<file path="src/rtl/sob_pkg.sv">
// ----------------------------------------------------------------------------
// Sobel edge magnitude package
// Shared types and constants for the RGB Sobel magnitude block.
// ----------------------------------------------------------------------------
package sob_pkg;

  localparam int PIX_W   = 8;
  localparam int RGB_W   = 3 * PIX_W;
  localparam int LANES   = 3;
  localparam int GRAD_W  = 11;
  localparam int ABS_W   = 10;
  localparam int SQ_W    = 2 * ABS_W;
  localparam int SUM_W   = SQ_W + 1;
  localparam int ROOT_IN_W = 2 * PIX_W;
  localparam int REM_W   = 11;

  localparam logic [SUM_W-1:0] SAT_LIMIT = SUM_W'(64770);
  localparam logic [PIX_W-1:0] MAG_MAX   = 8'd255;

  localparam int FW_W = 11;
  localparam int FH_W = 13;
  localparam logic [FW_W-1:0] FW_RESET = 11'd640;
  localparam logic [FH_W-1:0] FH_RESET = 13'd480;

  localparam int ADDR_W = 3;
  typedef enum logic {
    REG_FRAME_WIDTH  = 1'b0,
    REG_FRAME_HEIGHT = 1'b1
  } reg_index_t;

  localparam logic ACT_FLUSH = 1'b1;

  typedef enum logic [3:0] {
    L_IDLE = 4'b0001,
    L_SQ   = 4'b0010,
    L_ROOT = 4'b0100,
    L_FIN  = 4'b1000
  } lane_state_t;

  typedef enum logic [4:0] {
    S_IDLE  = 5'b00001,
    S_SHIFT = 5'b00010,
    S_START = 5'b00100,
    S_CALC  = 5'b01000,
    S_OUT   = 5'b10000
  } top_state_t;

  typedef struct packed {
    logic             done;
    logic [PIX_W-1:0] mag;
  } lane_res_t;

endpackage

</file>
<file path="src/rtl/sob_lane.sv">
// ----------------------------------------------------------------------------
// Sobel lane
// Gradients, squared sum and rounded root for one colour channel.
// ----------------------------------------------------------------------------
module sob_lane
  import sob_pkg::*;
(
  input  logic             clk,
  input  logic             rst,
  input  logic             start,
  input  logic [PIX_W-1:0] taps [9],
  output lane_res_t        res
);
  lane_state_t state;
  logic [ABS_W-1:0]     ax, ay;
  logic [ROOT_IN_W-1:0] m;
  logic                 sat;
  logic [REM_W-1:0]     rem;
  logic [PIX_W-1:0]     root;
  logic [2:0]           cnt;

  logic signed [GRAD_W-1:0] p [9];
  logic signed [GRAD_W-1:0] gx, gy;
  logic [SQ_W-1:0]          sqx, sqy;
  logic [SUM_W-1:0]         msum;
  logic [REM_W-1:0]         rem_sh, trial;

  always_comb begin
    for (int i = 0; i < 9; i++) begin
      p[i] = $signed({3'b000, taps[i]});
    end
    gx = -p[0] + p[2] - (p[3] <<< 1) + (p[5] <<< 1) - p[6] + p[8];
    gy = -p[0] - (p[1] <<< 1) - p[2] + p[6] + (p[7] <<< 1) + p[8];
    sqx = ax * ax;
    sqy = ay * ay;
    msum = SUM_W'(sqx) + SUM_W'(sqy);
    rem_sh = {rem[REM_W-3:0], m[ROOT_IN_W-1 -: 2]};
    trial = {1'b0, root, 2'b01};
  end

  always_ff @(posedge clk) begin
    if (rst) begin
      state <= L_IDLE;
    end else begin
      unique case (state)
        L_IDLE: if (start) state <= L_SQ;
        L_SQ:   state <= L_ROOT;
        L_ROOT: if (cnt == 3'd0) state <= L_FIN;
        L_FIN:  state <= L_IDLE;
        default: state <= L_IDLE;
      endcase
    end
  end

  always_ff @(posedge clk) begin
    case (state)
      L_IDLE: begin
        ax <= gx[GRAD_W-1] ? ABS_W'(-gx) : ABS_W'(gx);
        ay <= gy[GRAD_W-1] ? ABS_W'(-gy) : ABS_W'(gy);
      end
      L_SQ: begin
        sat  <= msum > SAT_LIMIT;
        m    <= msum[ROOT_IN_W-1:0];
        rem  <= '0;
        root <= '0;
        cnt  <= 3'd7;
      end
      L_ROOT: begin
        if (rem_sh >= trial) begin
          rem  <= rem_sh - trial;
          root <= {root[PIX_W-2:0], 1'b1};
        end else begin
          rem  <= rem_sh;
          root <= {root[PIX_W-2:0], 1'b0};
        end
        m   <= m << 2;
        cnt <= cnt - 3'd1;
      end
      default: ;
    endcase
  end

  assign res.done = (state == L_FIN);
  assign res.mag  = sat ? MAG_MAX :
                    (rem > REM_W'(root)) ? root + PIX_W'(1) : root;
endmodule
</file>
<file path="config.mk">
export PLATFORM = sky130hd
export DESIGN_NAME = sob_lane
export DESIGN_NICKNAME = d
export VERILOG_FILES = /design/src/rtl/sob_pkg.sv /design/src/rtl/sob_lane.sv
export SDC_FILE = /design/constraint.sdc
export NUM_CORES = 1
export LEC_CHECK = 0
export BUFFER_PORTS_ARGS = -buffer_cell sky130_fd_sc_hd__buf_2
export CAP_MARGIN = 30
export CORE_ASPECT_RATIO = 1.2
export CORE_MARGIN = 5
export CORE_UTILIZATION = 30
export DETAILED_ROUTE_END_ITERATION = 10
export GPL_ROUTABILITY_DRIVEN = 0
export SLEW_MARGIN = 10
export SYNTH_ARGS = -nofsm -noshare
export SYNTH_HDL_FRONTEND = slang
export SYNTH_SLANG_ARGS = --single-unit
</file>
<file path="constraint.sdc">
create_clock -name clk -period 6.5 [get_ports clk]
set_clock_uncertainty 0.05 [all_clocks]
set_input_delay 0.325 -clock clk [delete_from_list [all_inputs] [get_ports clk]]
set_output_delay 0.325 -clock clk [all_outputs]
set_load 0.01 [all_outputs]
</file>
After elaboration in Yosys (flattened, before gate mapping)
Cells that the tools add are included.
{"block": "classes", "eq_ne": 6, "n_mul": 2, "n_lt_le_gt_ge": 3, "reduce_logical": 3, "n_addsub": 17, "mux": 13}
{"operator": "$add 11x9->11", "count": 4}
{"operator": "$mul 10x10->20", "count": 2}
{"operator": "$sub 11x10->11", "count": 3}
{"operator": "$pmux 16 s2", "count": 1}
{"operator": "$add 11x10->11", "count": 2}
{"operator": "$pmux 11 s2", "count": 1}
{"operator": "$sub 11x9->11", "count": 2}
{"operator": "$add 20x20->21", "count": 1}
{"operator": "$gt 21x16->1 const B", "count": 1}
{"operator": "$mux 10", "count": 2}
{"operator": "$neg 10->10", "count": 2}
{"operator": "$mux 8", "count": 2}
{"operator": "$pmux 8 s2", "count": 1}
{"operator": "$pmux 4 s3", "count": 1}
{"operator": "$ge 11x10->1", "count": 1}
{"operator": "$gt 11x8->1", "count": 1}
{"operator": "$mux 11", "count": 1}
{"operator": "$neg 8->11", "count": 1}
{"operator": "$add 8x1->8 const B", "count": 1}
{"operator": "$mux 4", "count": 2}
{"operator": "$pmux 3 s2", "count": 1}
{"operator": "$eq 4x1->1 const B", "count": 1}
{"operator": "$eq 4x2->1 const B", "count": 1}
{"operator": "$eq 4x3->1 const B", "count": 1}
{"operator": "7 further kinds", "count": 8}
{"block": "word_totals", "register_bits": 63, "wordCells": 52, "inputBits": 75, "output_inout_bits": 9}

Longest topological paths before layout
Gate-level depths: netlist of the first run.
{"block": "depth", "ltp_word": 8, "mapped_depth": 24, "depth_no_buf": 23}

Worst setup path after synthesis of the first run
OpenSTA, ideal clock, no wires.
{"block": "synth_path", "path_kind": "flip-flop to flip-flop", "start": "register ax[2]", "end": "register m[14], data pin", "path_slack_ns": 0.106, "period_less_slack_ns": 6.394, "arrival_time_ns": 6.076, "path_stages_with_launch": 22, "setup_ns": 0.268, "cell_sequence": "edfxtp_1 -> clkbuf_1 -> and2_1 -> fa_1 -> inv_1 -> fa_1 -> inv_1 -> fa_1 -> fa_1 -> fa_1 -> fa_1 -> inv_1 -> fa_1 -> inv_1 -> ha_1 -> a2111oi_0 -> o221ai_1 -> a31oi_1 -> o21bai_1 -> a21oi_1 -> xor2_1 -> o21ai_0"}
{"block": "synth_via", "elab_chain_len": 3}
{"item": "from (decl)", "line": "sob_lane.sv:15", "source": "logic [ABS_W-1:0] ax, ay;"}
{"item": "from (signal assigned)", "line": "sob_lane.sv:58", "source": "ax <= gx[GRAD_W-1] ? ABS_W'(-gx) : ABS_W'(gx);"}
{"item": "$mul 10x10->20", "line": "sob_lane.sv:34", "source": "sqx = ax * ax;"}
{"item": "$add 20x20->21", "line": "sob_lane.sv:36", "source": "msum = SUM_W'(sqx) + SUM_W'(sqy);"}
{"item": "$pmux 16 s2", "line": "sob_lane.sv:56", "source": "case (state)"}
{"item": "to (signal assigned)", "line": "sob_lane.sv:63", "source": "m <= msum[ROOT_IN_W-1:0];"}
{"item": "to (signal assigned)", "line": "sob_lane.sv:76", "source": "m <= m << 2;"}
{"item": "to (decl)", "line": "sob_lane.sv:16", "source": "logic [ROOT_IN_W-1:0] m;"}
No other way between the ends.
A chain may end at the register's enable or synchronous reset.

Final worst setup path of the first run
{"block": "layout_path", "start": "register ax[6]", "end": "register sat, data pin"}
{"block": "layout_via", "elab_chain_len": 3}
{"item": "$mul 10x10->20", "line": "sob_lane.sv:34"}
{"item": "$add 20x20->21", "line": "sob_lane.sv:36"}
{"item": "$gt 21x16->1", "line": "sob_lane.sv:62", "source": "sat <= msum > SAT_LIMIT;"}
{"item": "to (signal assigned)", "line": "sob_lane.sv:62"}
{"item": "to (decl)", "line": "sob_lane.sv:17", "source": "logic sat;"}
No other way between the ends.

==> flow_summary.json, run 1 <==
{
  "setup_viol": 0,
  "grt_pass1_vias": 9352,
  "die-area_mm2": 0.0438,
  "rsz0062_at_grt": "no",
  "synth_top_family_by_area": "adder cells",
  "r2r-start": "ax[6]",
  "fmax_mhz": 160,
  "nFillCells": 3987,
  "hold_depth": 2,
  "ys_types": 58,
  "worst_ep_required_time_ns": 6.53,
  "area_growth_pct": 16.8,
  "layout-drive-gt1-share_pct": 15.6,
  "htree_levels": 3,
  "finalCritPeriodShare_pct": 96.0,
  "clock_path_buffers": 2,
  "synthMuxAreaShare_pct": 0.861,
  "ys_warn_count": 0,
  "stdcell_area_mm2": 0.0139,
  "synthAdderAreaFrac_pct": 46.5,
  "start_util_pct": 30.2,
  "netlist_instances": 1279,
  "max_slew.worst_pin.slew_ns": 0.905,
  "grt_max_degree": 40,
  "globalRouteOverflowTotal": 0,
  "hold_viol_final": 0,
  "timing.rr.end": "sat",
  "crit_start": "ax[6]",
  "cts_tree": "yes",
  "die_y_um": 228,
  "synth_edf_count": 59,
  "dr.first_iter.drc_count": 305,
  "diodes": 0,
  "wire_per_inst_um": 12.6,
  "synthArstFlopShare_pct": 0,
  "detail-route-antenna-nets": 0,
  "port_buffers": 75,
  "pin_count": 84,
  "crit_path_start_kind": "flop",
  "synth_nets": 1682,
  "synth-seq-area-share_pct": 15.5,
  "max_slew_margin_pct": 39.7,
  "synth_seq_cells": 63,
  "synthFlopType": "edfxtp_1",
  "cts_root_buffer": "clkbuf_16",
  "path_max_fanout": 6,
  "first_pass_iters": 6,
  "hold_path_class": "in -> reg",
  "grt_pass1_wl_mm": 42.1,
  "numCtsBuffers": 9,
  "slew_viol_final": 0,
  "final_cell_mix": "inv_1 (317), fa_1 (189), ha_1 (132)",
  "std_cell_rows": 80,
  "route.detailed.drc": 0,
  "hpwl_mm": 21.7,
  "antenna_found_initial": 0,
  "multi_input_area_mm2": 0.00898,
  "drt_wl_total_mm": 24.6,
  "hold_slack_ns": 0.110,
  "hold_start": "rst",
  "critPathCaptureType": "flop",
  "num_vias": 8700,
  "path_class": "reg -> reg",
  "yosys.area_share.simple_pct": 12.8,
  "clkLatencyLatePin_ns": 0.35,
  "final_common_cell": "inv_1",
  "drv_cap": 0,
  "cts_sinks": 63,
  "r2r_slack_ns": 0.26,
  "cp_data_arrival_time_ns": 6.28,
  "track_usage_pct": 11.5,
  "min_to": "state[1]",
  "netlist_area_mm2": 0.0119,
  "synth_compound_area_share_pct": 8.50,
  "avgSynthCellArea_um2": 9.32,
  "status": "finished, final reports clean",
  "viasPerCell": 4.44,
  "reg2reg_depth": 21,
  "coreArea_mm2": 0.0395,
  "synth_xor_area_share_pct": 5.00,
  "path_clk_slew_ns": 0.06,
  "regArea_mm2": 0.00185,
  "die_w_um": 192,
  "place_area_mm2": 0.0134,
  "nets": 1823,
  "period_needed_ns": 6.24
}
area by class of cell:
type / instances / area share, %
clock buffers: 9 / 1.62
clock inverters: 7 / 0.395
inverters: 320 / 8.63
multi-input cells: 875 / 64.5
flip-flops and latches: 63 / 13.3
well taps: 533 / 4.79
repair buffers: 151 / 6.79
state kept, by name, indices dropped and copies added, names as in the netlist:
register / cells
rem: 11
cnt: 3
ax: 10
state: 4
sat: 1
ay: 10
root: 8
m: 16
critical path, stage by stage (launching register included):
cell and delay, ns:
edfxtp_1 0.44, and2_4 0.20, fa_2 0.61, inv_2 0.05
fa_1 0.49, inv_1 0.05, fa_1 0.45, fa_1 0.53
fa_1 0.43, fa_1 0.51, inv_1 0.05, fa_1 0.51
inv_2 0.05, ha_4 0.24, buf_4 0.16, o21ai_2 0.05
nand2b_1 0.12, a31oi_4 0.25, o31ai_4 0.09, or3_1 0.34
a211oi_2 0.22, nand4_1 0.10
what timing repair did:
item,in CTS,in global routing
hold buffers,0,0
setup buffers,0,12
resized for setup,1,46
pin swaps,1,20
setup endpoints to repair,1,4
cloned,0,0
through the flow:
| stage | setup slack, ns | utilization, % | std cells | TNS (ns) |
|---|---|---|---|---|
| 2_1_floorplan | 0.106 | - | 1279 | 0 |
| 3_3_place_gp | -0.00870 | 33.8 | 1930 | -0.00870 |
| 3_5_place_dp | 0.0184 | 33.8 | 1930 | 0 |
| 4_1_cts | 0.000851 | 34.5 | 1946 | 0 |
| 5_1_grt | 0.000575 | 35.2 | 1958 | 0 |
| 6_report | 0.258 | 35.2 | 1958 | 0 |
kinds of logic after synthesis:
kind of cell | after synthesis
adder cells (fa/ha/maj) | 328
XOR/XNOR | 68
AO/OA/AOI/OAI | 157
flip-flops | 63
AND/OR/NAND/NOR | 312
multiplexers | 10
buffers and inverters | 341
cell usage after synthesis, drive strengths merged, types with 8 or more instances:
cell type,n,area [um^2]
xnor2,45,394
and2,49,307
nor2,80,300
edfxtp,59,1770
nand2b,9,56.3
or2,9,56.3
ha,137,1710
nor3,14,70.1
nand3,14,70.1
clkbuf,19,71.3
mux2i,8,80.1
a21oi,26,130
nand2,92,345
a21o,11,82.6
xor2,23,201
fa,191,3820
o21ai,51,255
a211oi,12,90.1
a31oi,9,56.3
inv,320,1200
o211ai,8,60.1
worst max-delay path by stage:
| stage | endpoint | slack (ns) | cells after the start |
|---|---|---|---|
| after global routing | sat | 0.0006 | 21 |
| after global placement | sat | -0.009 | 20 |
| after floorplan | m[14] | 0.11 | 21 |
| after CTS | sat | 0.0009 | 20 |
| after detailed placement | sat | 0.02 | 20 |
| final | sat | 0.26 | 21 |
per-layer routing:
layer  vias up  part of all wire, %  track usage [%]  routed length, um
li1       4316                    -                -                  -
met1      4240                   42             13.6              10300
met2       111                   53             21.5              13100
met3        33                  2.3             1.51                570
met4         0                  2.3             3.12                567
met5         -                    0                0                  0
Power of run 1 is not shown: default switching activity piles up to over one toggle a cycle in this logic, so the estimate is an artifact.
==> inputs of run 2 (changes only) <==
CORE_UTILIZATION = 58   (was 30)
PLACE_DENSITY = 0.8   (was unset)
==> run 2 against run 1 <==
  * First-iteration DRC count increased by 33%
  * Design area decreased by 1.3%
  * Non-clock buffer count increased by 7
  * Largest cell class unchanged
==> flow_summary.json, run 2 (synthesis results as in run 1) <==
{
  "critPathBufInv": 6,
  "area_growth_pct": 15.3,
  "cts_sinks": 63,
  "hold_viol_final": 0,
  "status": "finished, final reports clean",
  "path_max_fanout": 4,
  "drt_wl_total_mm": 26.2,
  "wl_met2_mm": 14.3,
  "layout-drive-gt1-share_pct": 16.3,
  "cts_root_buffer": "clkbuf_16",
  "nFillCells": 1492,
  "period_needed_ns": 6.32,
  "max_slew_margin_pct": 38.2,
  "htree_levels": 3,
  "critPathCaptureType": "flop",
  "drv_cap": 0,
  "path_cells": "buf_4, nand2_1, inv_1, ha_1, fa_1, inv_1, fa_1, inv_1, fa_1, fa_1, fa_1, inv_1, fa_1, inv_1, ha_1, nand3_1, o221ai_2, a31oi_4, o31ai_4, or3_4, a211oi_2, nand4_1",
  "max_slew.worst_pin.slew_ns": 0.926,
  "routed-wl-met3_mm": 1.08,
  "finalSetupTns_ns": 0,
  "fmax_mhz": 158,
  "largest_reg_flops": 16,
  "grt_pass1_wl_mm": 43.1,
  "finalCritPeriodShare_pct": 97.3,
  "dr.first_iter.drc_count": 405,
  "final_cell_mix": "inv_1 (318), fa_1 (187), ha_1 (131)",
  "pin_count": 84,
  "critPathMostFrequentCell": "fa_1",
  "dpl_worst_slack_ns": -0.0826,
  "slew_viol_final": 0,
  "nets": 1830,
  "die-area_mm2": 0.0235,
  "crit_path_start_kind": "flop",
  "hold_path_class": "in -> reg",
  "num_vias": 9120,
  "std_cell_rows": 57,
  "grt_max_degree": 40,
  "die_w_um": 141,
  "track_usage_pct": 22.4,
  "antenna_found_initial": 0,
  "cp_slowest_stage_delay_ns": 0.54,
  "clkLatencyLatePin_ns": 0.35,
  "cts_tree": "yes",
  "top_layer_used": "met4",
  "first_pass_iters": 5,
  "met1Wirelength_mm": 9.74,
  "start_util_pct": 58.9,
  "port_buffers": 75,
  "viasPerCell": 5.37,
  "path_class": "reg -> reg",
  "critPathTopFamily": "adder cells",
  "route.detailed.drc": 0,
  "wire_per_inst_um": 15.5,
  "final_common_cell": "inv_1",
  "stdcell_area_mm2": 0.0137,
  "clock_path_buffers": 2,
  "place_area_mm2": 0.0131,
  "setup_viol": 0,
  "globalRouteOverflowTotal": 0,
  "diodes": 0,
  "worst_ep_required_time_ns": 6.52,
  "detail-route-antenna-nets": 0,
  "die_y_um": 167,
  "path_clk_slew_ns": 0.05,
  "fin_ws_ns": 0.177,
  "grt_pass1_vias": 9566,
  "slowest_stage": "fa_1",
  "coreArea_mm2": 0.0203,
  "numCtsBuffers": 9,
  "cp_data_arrival_time_ns": 6.34,
  "reg_top3": "m: 16 flops, rem: 11 flops",
  "largest_register": "m",
  "hpwl_mm": 22.3
}
run 2: changes by cell type in the layout (fill, tap and decap cells not counted), sizes merged:
cell / change
clkbuf: +4
buf: +7
inv: -3
clkinvlp: -1
run 2: per-stage QoR:
| step | hold WS [ns] | utilization, % | instances |
|---|---|---|---|
| 3_3_place_gp | 0.438 | 64.4 | 1665 |
| 5_1_grt | 0.115 | 67.9 | 1697 |
| 2_1_floorplan | 0.351 | - | 1279 |
| 6_report | 0.104 | 67.9 | 1697 |
| 4_1_cts | 0.0977 | 66.1 | 1685 |
| 3_5_place_dp | 0.444 | 64.5 | 1666 |
run 2: layout make-up:
cell class / count / area [um^2] / share of cell area (%)
multi-input combinational: 875 / 9050 / 65.9
sequential: 63 / 1850 / 13.5
inverter: 320 / 1200 / 8.74
timing repair buffer: 158 / 1020 / 7.43
tap: 265 / 332 / 2.41
clock buffer: 13 / 270 / 1.97
clock inverter: 3 / 17.5 / 0.127
run 2: per-layer routing:
layer	up-vias	global-route usage (%)
met3	90	3.36
met4	0	9.61
met1	4428	24.8
li1	4332	-
met2	270	42.3
met5	-	0
run 2: timing repair:
item | 4_1_cts | 5_1_grt
hold buffers | 0 | 0
buffers inserted | 3 | 12
gates resized for setup | 5 | 56
pin swaps | 2 | 36
setup endpoints to repair | 2 | 3
run 2: final timing paths:
kind	start	to	slack, ns	cells after the start
worst min-delay path	rst	state[1]	0.10	2
worst max-delay path	ax[5]	sat	0.18	22
worst max register to register	ax[5]	sat	0.18	22
worst min register to register	m[1]	m[3]	0.46	2
Power of run 2 is left out for the same reason.
==> inputs of run 3 (changes only) <==
CORE_UTILIZATION = 35   (was 58)
PLACE_DENSITY = unset   (was 0.8)
==> run 3 against run 2 <==
  * Die area rose by 61%
  * Non-clock buffer count is 17 higher
  * Setup slack gained 0.044 ns
  * Register-to-register slack better by 0.04 ns
  * Highest routed layer unchanged
  * Critical path depth is the same
  * Hold slack gained 0.012 ns
  * Wire length decreased by 8.0%
  * Design area rose by 1.9%
  * Fmax rose by 0.70%
  * Largest cell class unchanged
  * Via count is 4.3% lower
  * Critical path type unchanged
==> flow_summary.json, run 3 (synthesis results as in run 1) <==
{
  "crit_path_start_kind": "flop",
  "cts_tree": "yes",
  "drt_wl_total_mm": 24.2,
  "grt_pass1_wl_mm": 41.4,
  "hpwl_mm": 21.5,
  "drv_cap": 0,
  "critPathCaptureType": "flop",
  "path_clk_slew_ns": 0.06,
  "fin_cells": 1905,
  "path_class": "reg -> reg",
  "hold_slack_ns": 0.116,
  "r2r-start": "ax[5]",
  "hold_path_class": "in -> reg",
  "finalCoreUtilization_pct": 41.3,
  "path_cells": "nand2_2, fa_1, inv_1, fa_1, inv_1, fa_1, inv_1, fa_1, fa_1, fa_1, inv_1, fa_1, inv_1, ha_1, buf_4, o21ai_1, nand2b_1, a31oi_4, o31ai_4, or3_4, a211oi_2, nand4_1",
  "first_pass_iters": 4,
  "worst_ep_required_time_ns": 6.51,
  "die_y_um": 212,
  "multi_input_area_mm2": 0.00897,
  "std_cell_rows": 74,
  "wire_per_inst_um": 12.7,
  "min_to": "state[1]",
  "status": "finished, final reports clean",
  "clock_path_buffers": 2,
  "cp_data_arrival_time_ns": 6.29,
  "hold_depth": 2,
  "critPathTopFamily": "adder cells",
  "hold_viol_final": 0,
  "diodes": 0,
  "grt_pass1_vias": 9219,
  "coreArea_mm2": 0.0339,
  "placed_cells": 1876,
  "hold_start": "rst",
  "path_max_fanout": 4,
  "dr.first_iter.drc_count": 291,
  "max_slew.worst_pin.slew_ns": 0.901,
  "max_slew_margin_pct": 40.0,
  "largest_reg_flops": 16,
  "timing.rr.end": "sat",
  "area_growth_pct": 17.5,
  "reg_top3": "m: 16 flops, rem: 11 flops",
  "die_w_um": 178,
  "dpl_worst_slack_ns": -0.00838,
  "r2r_slack_ns": 0.22,
  "fmax_mhz": 159,
  "detail-route-antenna-nets": 0,
  "critPathBufInv": 6,
  "grt_max_degree": 40,
  "slew_viol_final": 0,
  "final_cell_mix": "inv_1 (319), fa_1 (189), ha_1 (134)",
  "period_needed_ns": 6.28,
  "reg2reg_depth": 22,
  "nets": 1847,
  "critPathMostFrequentCell": "fa_1",
  "track_usage_pct": 13.1,
  "fin_ws_ns": 0.221,
  "nFillCells": 3394,
  "largest_register": "m",
  "num_vias": 8727,
  "cts_sinks": 63,
  "viasPerCell": 4.58,
  "numCtsBuffers": 9,
  "cp_slowest_stage_delay_ns": 0.53,
  "finalCritPeriodShare_pct": 96.6,
  "clkLatencyLatePin_ns": 0.34,
  "port_buffers": 75,
  "final_common_cell": "inv_1",
  "cts_root_buffer": "clkbuf_16",
  "globalRouteOverflowTotal": 0,
  "start_util_pct": 35.2,
  "setup_viol": 0,
  "route.detailed.drc": 0,
  "die-area_mm2": 0.0379,
  "layout-drive-gt1-share_pct": 16.6,
  "pin_count": 84,
  "antenna_found_initial": 0,
  "regArea_mm2": 0.00185,
  "htree_levels": 3,
  "slowest_stage": "fa_1"
}
-- run 3: cell types whose count changed in the layout (fill, tap and decap cells not counted), sizes merged --
cell / previous run / this run
buf: 158 / 175
clkbuf: 13 / 11
clkinv: 2 / 3
clkinvlp: 1 / 2
-- run 3: routing by layer --
layer | vias to the layer above | wire length, um | part of all wire [%] | global-route usage [%]
li1 | 4372 | - | - | -
met1 | 4226 | 9880 | 41 | 15.5
met2 | 102 | 13300 | 55 | 25.5
met3 | 27 | 587 | 2.4 | 1.42
met4 | 0 | 347 | 1.4 | 2.22
met5 | - | 0 | 0 | 0
-- run 3: worst max path at each step --
stage,cells past startpoint,from,end
finish,22,ax[5],sat
detailed placement,21,ay[1],sat
global placement,21,ay[1],sat
global route,23,ax[5],sat
CTS,21,ay[1],sat
floorplan,21,ax[2],m[14]
-- run 3: area by class of cell --
class	instances	area share, %
clock buffers	11	1.73
repair buffers	175	8.15
inverters	320	8.57
clock inverters	5	0.241
well taps	456	4.07
multi-input cells	875	64.0
flip-flops and latches	63	13.2
-- run 3: through the flow --
stage               TNS [ns]  instance area (um^2)
finish                     0                 14000
global route         -0.0613                 14000
CTS                        0                 13700
detailed placement  -0.00838                 13500
global placement           0                 13500
floorplan                  0                 11900
-- run 3: what timing repair did --
item,in CTS,in global routing
setup endpoints to repair,2,4
buffers inserted,0,13
resized for setup,3,41
hold buffers,0,0
pin swaps,1,36
endpoints found under the hold margin,0,0
Power of run 3 is left out for the same reason.
